--- config.mk ---
export PLATFORM = sky130hd
export DESIGN_NAME = dts_ram
export DESIGN_NICKNAME = d
export VERILOG_FILES = /design/src/sv/dts_ram.sv
export SDC_FILE = /design/constraint.sdc
export NUM_CORES = 1
export LEC_CHECK = 0
export ABC_AREA = 0
export BUFFER_PORTS_ARGS = -buffer_cell sky130_fd_sc_hd__buf_4
export CAP_MARGIN = 10
export CORE_MARGIN = 3
export CORE_UTILIZATION = 40
export CTS_BUF_LIST = sky130_fd_sc_hd__clkbuf_4 sky130_fd_sc_hd__clkbuf_8
export DETAILED_ROUTE_END_ITERATION = 8
export GPL_ROUTABILITY_DRIVEN = 0
export GPL_TIMING_DRIVEN = 0
export PLACE_DENSITY_LB_ADDON = 0.12
export SLEW_MARGIN = 20
export SYNTH_ARGS = -nofsm -noshare
export SYNTH_HDL_FRONTEND = slang
export SYNTH_SLANG_ARGS = --single-unit
export TNS_END_PERCENT = 30
--- constraint.sdc ---
create_clock -name clk -period 5.65 [get_ports clk]
set_input_delay 1.13 -clock clk [delete_from_list [all_inputs] [get_ports clk]]
set_output_delay 1.13 -clock clk [all_outputs]
set_load 0.1 [all_outputs]
--- src/sv/dts_ram.sv ---
`timescale 1ns / 1ps
`default_nettype none
module dts_ram #(
  parameter int unsigned Width = 8,
  parameter int unsigned Depth = 64
) (
  input  wire logic                     clk,
  input  wire logic                     we,
  input  wire logic [$clog2(Depth)-1:0] waddr,
  input  wire logic [Width-1:0]         wdata,
  input  wire logic [$clog2(Depth)-1:0] raddr,
  output logic      [Width-1:0]         rdata
);
  logic [Width-1:0] mem [Depth];

  always_ff @(posedge clk) begin
    if (we) begin
      mem[waddr] <= wdata;
    end
    rdata <= mem[raddr];
  end
endmodule
`default_nettype wire

# --- Yosys cells after proc, flatten, opt, wreduce, memory -nomap -nowiden ---
# Memories as Yosys holds them, arrays and structs flattened. A register that Yosys moved wholly into a read port is not among the register bits.
# Cells that the tools add are included.
totals:
  ff_bits: 0
  mem_bits_rw: 512
  inputBits: 22
  out_inout_bits: 8
  elab_cells: 3
  memories: 1
memory_table:
  columns: ["name", "depth", "word_bits", "rd", "rd_ports_with_merged_regs", "write_ports", "line_no", "text"]
  rows:
  - ["mem", 64, 8, 1, 1, 1, "14", "logic [Width-1:0] mem [Depth];"]
classes:
  muxes: 2
ops:
  columns: ["operator", "n"]
  rows:
  - ["2-to-1 mux 1 bit", 2]

# --- Logic depth before layout (Yosys ltp) ---
logic_depth:
  depth_word: 2
  mapped_depth: 9

# --- Worst setup path before layout ---
# Ideal clock, no wire load.
synth_path:
  path_type: "input -> register"
  from: "input raddr[1]"
  to: "register rdata[3] (read register of mem)"
  arrival_time_ns: 2.670
  required_time_ns: 5.522
  setup_slack_ns: 2.852
  path_stages: 7
  n_path_buf: 3
  path_cell_list: "buf_4 > buf_2 > buf_2 > mux4_2 > mux4_2 > o21ai_1 > o41ai_1"
synth_rtl:
  columns: ["element", "line_no", "text"]
  rows:
  - ["from (decl)", "11", "input wire logic [$clog2(Depth)-1:0] raddr,"]
  - ["to (decl)", "12", "output logic [Width-1:0] rdata"]

==> flow_metrics.env <==
export IMPL_outcome="completed"
export IMPL_postSynthCellCount=940
export IMPL_dp_cells=1625
export IMPL_via_per_inst=5.55
export IMPL_post_synth_top_area_fraction_pct=76.2
export IMPL_synth_seq_area_share_pct=77.0
export IMPL_synth_compound_area_share_pct=2.07
export IMPL_dpl_cell_area_um2=21200
export IMPL_synth_largest_area_cell="edfxtp_1"
export IMPL_path_buf_inv=4
export IMPL_synthAdderAreaFrac_pct=0
export IMPL_dp_slack_ns=1.51
export IMPL_fin_crit_sh_pct=62.4
export IMPL_grtUsageMet1_pct=29.4
export IMPL_busiest_layer="met1"
export IMPL_synthesis_area_um2=20200
export IMPL_post_synth_top_count_cell="edfxtp_1"
export IMPL_cts_setup_buffers=0
export IMPL_r2r_end="rdata[4]$_DFF_P_"
export IMPL_path_class="in2reg"
export IMPL_cts_root_buf="clkbuf_8"
export IMPL_vias=9869
export IMPL_hold_path_cell_count=2
export IMPL_chipWidth_um=231
export IMPL_slew_headroom_pct=31.9
export IMPL_tightest_slew_ns=1.02
export IMPL_clock_sinks=520
export IMPL_antenna_found_initial=4
export IMPL_grt_pass1_vias=10100
export IMPL_synthFlopType="edfxtp_1"
export IMPL_synth_edff_count=512
export IMPL_io_buffers=21
export IMPL_netlist_cell_type_count=40
export IMPL_ir_drop_v=0.000165
export IMPL_synth_top_cells_by_count="edfxtp_1, mux4_2, nor2_1, mux2i_1, nand2_1"
export IMPL_place_hpwl_um=32500
export IMPL_design_area_um2=22900
export IMPL_critical_path_top_delay_family="buffers and inverters"
export IMPL_cp_end_kind="flop"
export IMPL_start_util_pct=40.9
export IMPL_setup_viol=0
export IMPL_synth_top_family_by_area="multiplexers"
export IMPL_p_leak_uw=0.00711
export IMPL_synthArstFlopShare_pct=0
export IMPL_rrSetupSlack_ns=3.44
export IMPL_nFillCells=4183
export IMPL_skew_ns=0.0309
export IMPL_critPathLaunchType="primary input"
export IMPL_fp_coreArea_um2=49400
export IMPL_cts_max_level=3
export IMPL_hold_class="in2reg"
export IMPL_cts_buffers=85
export IMPL_worstReg2RegStart="mem[29][4]$_DFFE_PP_"
export IMPL_whs_endpoint="rdata[5]$_DFF_P_"
export IMPL_ys_seq_elements=520
export IMPL_drtAntennaViolNets=0
export IMPL_syn_num_nets=962
export IMPL_slew_viol_final=0
export IMPL_finalNonFillerCells=1777
export IMPL_io_pins=30
export IMPL_worstSkewPairLatency_ns=0.66
export IMPL_power_uw=8040
export IMPL_critPathMostFrequentCell="buf_2"
export IMPL_grtUsageMet3_pct=3.83
export IMPL_grt_overflow=0
export IMPL_area_growth_pct=13.3
export IMPL_required_ns=6.09
export IMPL_synth_simple_area_share_pct=3.39
export IMPL_synth_area_leaders="edfxtp_1, mux4_2, nor2_1, mux2i_1, dfxtp_1"
export IMPL_cap_viol_max_count=0
export IMPL_ctsResizeCount=0
export IMPL_timing_setup_tns_ns=0
export IMPL_grt_max_degree=65
export IMPL_avgSynthCellArea_um2=21.5
export IMPL_drive_above_1_share_pct=29.7
export IMPL_reg2regPathDepth=5
export IMPL_timing_critical_path_fanout_max=10
export IMPL_synthMuxAreaShare_pct=15.9
export IMPL_met2_usage_pct=29.1
export IMPL_num_rows=81
export IMPL_hold_buffers=0
export IMPL_grtUsageTotal_pct=19.8
export IMPL_slowest_stage="o41ai_1"
export IMPL_hold_viol=0
export IMPL_cts_tree="yes"
export IMPL_nets=1070
export IMPL_wl_per_cell_um=29.0
export IMPL_rsz0062_at_grt="no"
export IMPL_post_route_drc_count=0
export IMPL_fmax_ghz=0.284
export IMPL_power_density_nw_per_um2=352
export IMPL_slowest_delay_ns=0.69
export IMPL_post_route_min_period_ns=3.53
export IMPL_fp_dieH_um=231
export IMPL_fin_ws_ns=2.12
export IMPL_ys_warnings_count=0
export IMPL_grt_pass1_wl_um=73500
export IMPL_crit_chain="buf_2 -> buf_4 -> clkbuf_1 -> buf_2 -> o221ai_1 -> o21a_1 -> o41ai_1"
export IMPL_drt_pass1_iterations=5
export IMPL_dieArea_um2=53100
export IMPL_min_from="raddr[5]"
export IMPL_arrival_ns=3.97
export IMPL_wirelength_um=51400
export IMPL_synth_xor_xnor_area_share_pct=0
export IMPL_clockBufferDepth=3
export IMPL_drt_iter0_markers=1056
export IMPL_clk_pin_slew_worst_paths_ns=0.05
-- power by group --
group | internal [uW] | total, uW | switching (uW)
Sequential | 4270 | 4280 | 7.35
Combinational | 157 | 495 | 338
Clock | 1810 | 3270 | 1460
Total | 6240 | 8040 | 1810
-- layout by cell type (no fill, tap or decap), types with 4 or more instances in the layout --
master and instances:
clkinv_1 15, nor2b_1 14, mux2_2 13, mux2i_1 23
buf_4 34, edfxtp_1 512, buf_6 4, nand2_1 19
clkinvlp_4 4, clkbuf_4 29, clkbuf_1 17, o221ai_1 8
mux4_2 126, a221oi_1 6, nand2b_1 7, nor2_1 83
dfxtp_1 8, a211oi_1 4, buf_1 4, clkinv_2 11
bufinv_16 4, nand3_1 13, buf_2 11, clkbuf_8 87
o22ai_1 8, nor3_1 5
-- per-stage QoR --
step / utilization, % / hold WS (ns)
floorplan: - / 0.718
detailed placement: 42.9 / 0.984
CTS: 46.3 / 0.852
finish: 46.3 / 0.929
global route: 46.3 / 0.873
global placement: 42.9 / 0.983
-- state kept, by name, summed over array words and instances, names as in the netlist --
name   cells
rdata      8
mem      512
-- worst reg2reg max path: cells and delay by family (launching register included) --
kind | cells | cell delay (ns)
muxes | 2 | 0.77
AOI/OAI and AO/OA | 2 | 0.55
and+or+nand+nor | 1 | 0.38
DFF | 1 | 0.36
-- final cells by class --
| type | count | area, um^2 | area share, % |
|---|---|---|---|
| flip-flops and latches | 520 | 15500 | 68.0 |
| clock inverters | 35 | 270 | 1.18 |
| diodes | 1 | 2.50 | 0.0109 |
| plain buffers | 51 | 317 | 1.39 |
| well taps | 664 | 831 | 3.64 |
| multi-input cells | 369 | 4330 | 18.9 |
| clock buffers | 116 | 1420 | 6.19 |
| repair buffers | 21 | 158 | 0.690 |
-- how the worst max path moves through the flow --
stage / cells after the start / endpoint / slack, ns / start
final: 7 / rdata[3]$_DFF_P_ / 2.12 / raddr[2]
after global routing: 7 / rdata[3]$_DFF_P_ / 2.10 / raddr[2]
after CTS: 7 / rdata[3]$_DFF_P_ / 2.20 / raddr[2]
after detailed placement: 7 / rdata[3]$_DFF_P_ / 1.51 / raddr[2]
after global placement: 7 / rdata[3]$_DFF_P_ / 1.55 / raddr[2]
after floorplan: 7 / rdata[3]$_DFF_P_ / 2.85 / raddr[1]
-- kinds of logic after synthesis --
logic type	Yosys count
buf+inv	51
simple gates	153
compound gates	54
mux	162
flops	520
-- routing by layer --
layer	up-vias	part of all wire, %
met1	5257	44
met5	-	0.025
met3	79	7.3
met4	2	3.0
met2	378	45
li1	4153	-
Power figures use the tool's default switching activity.
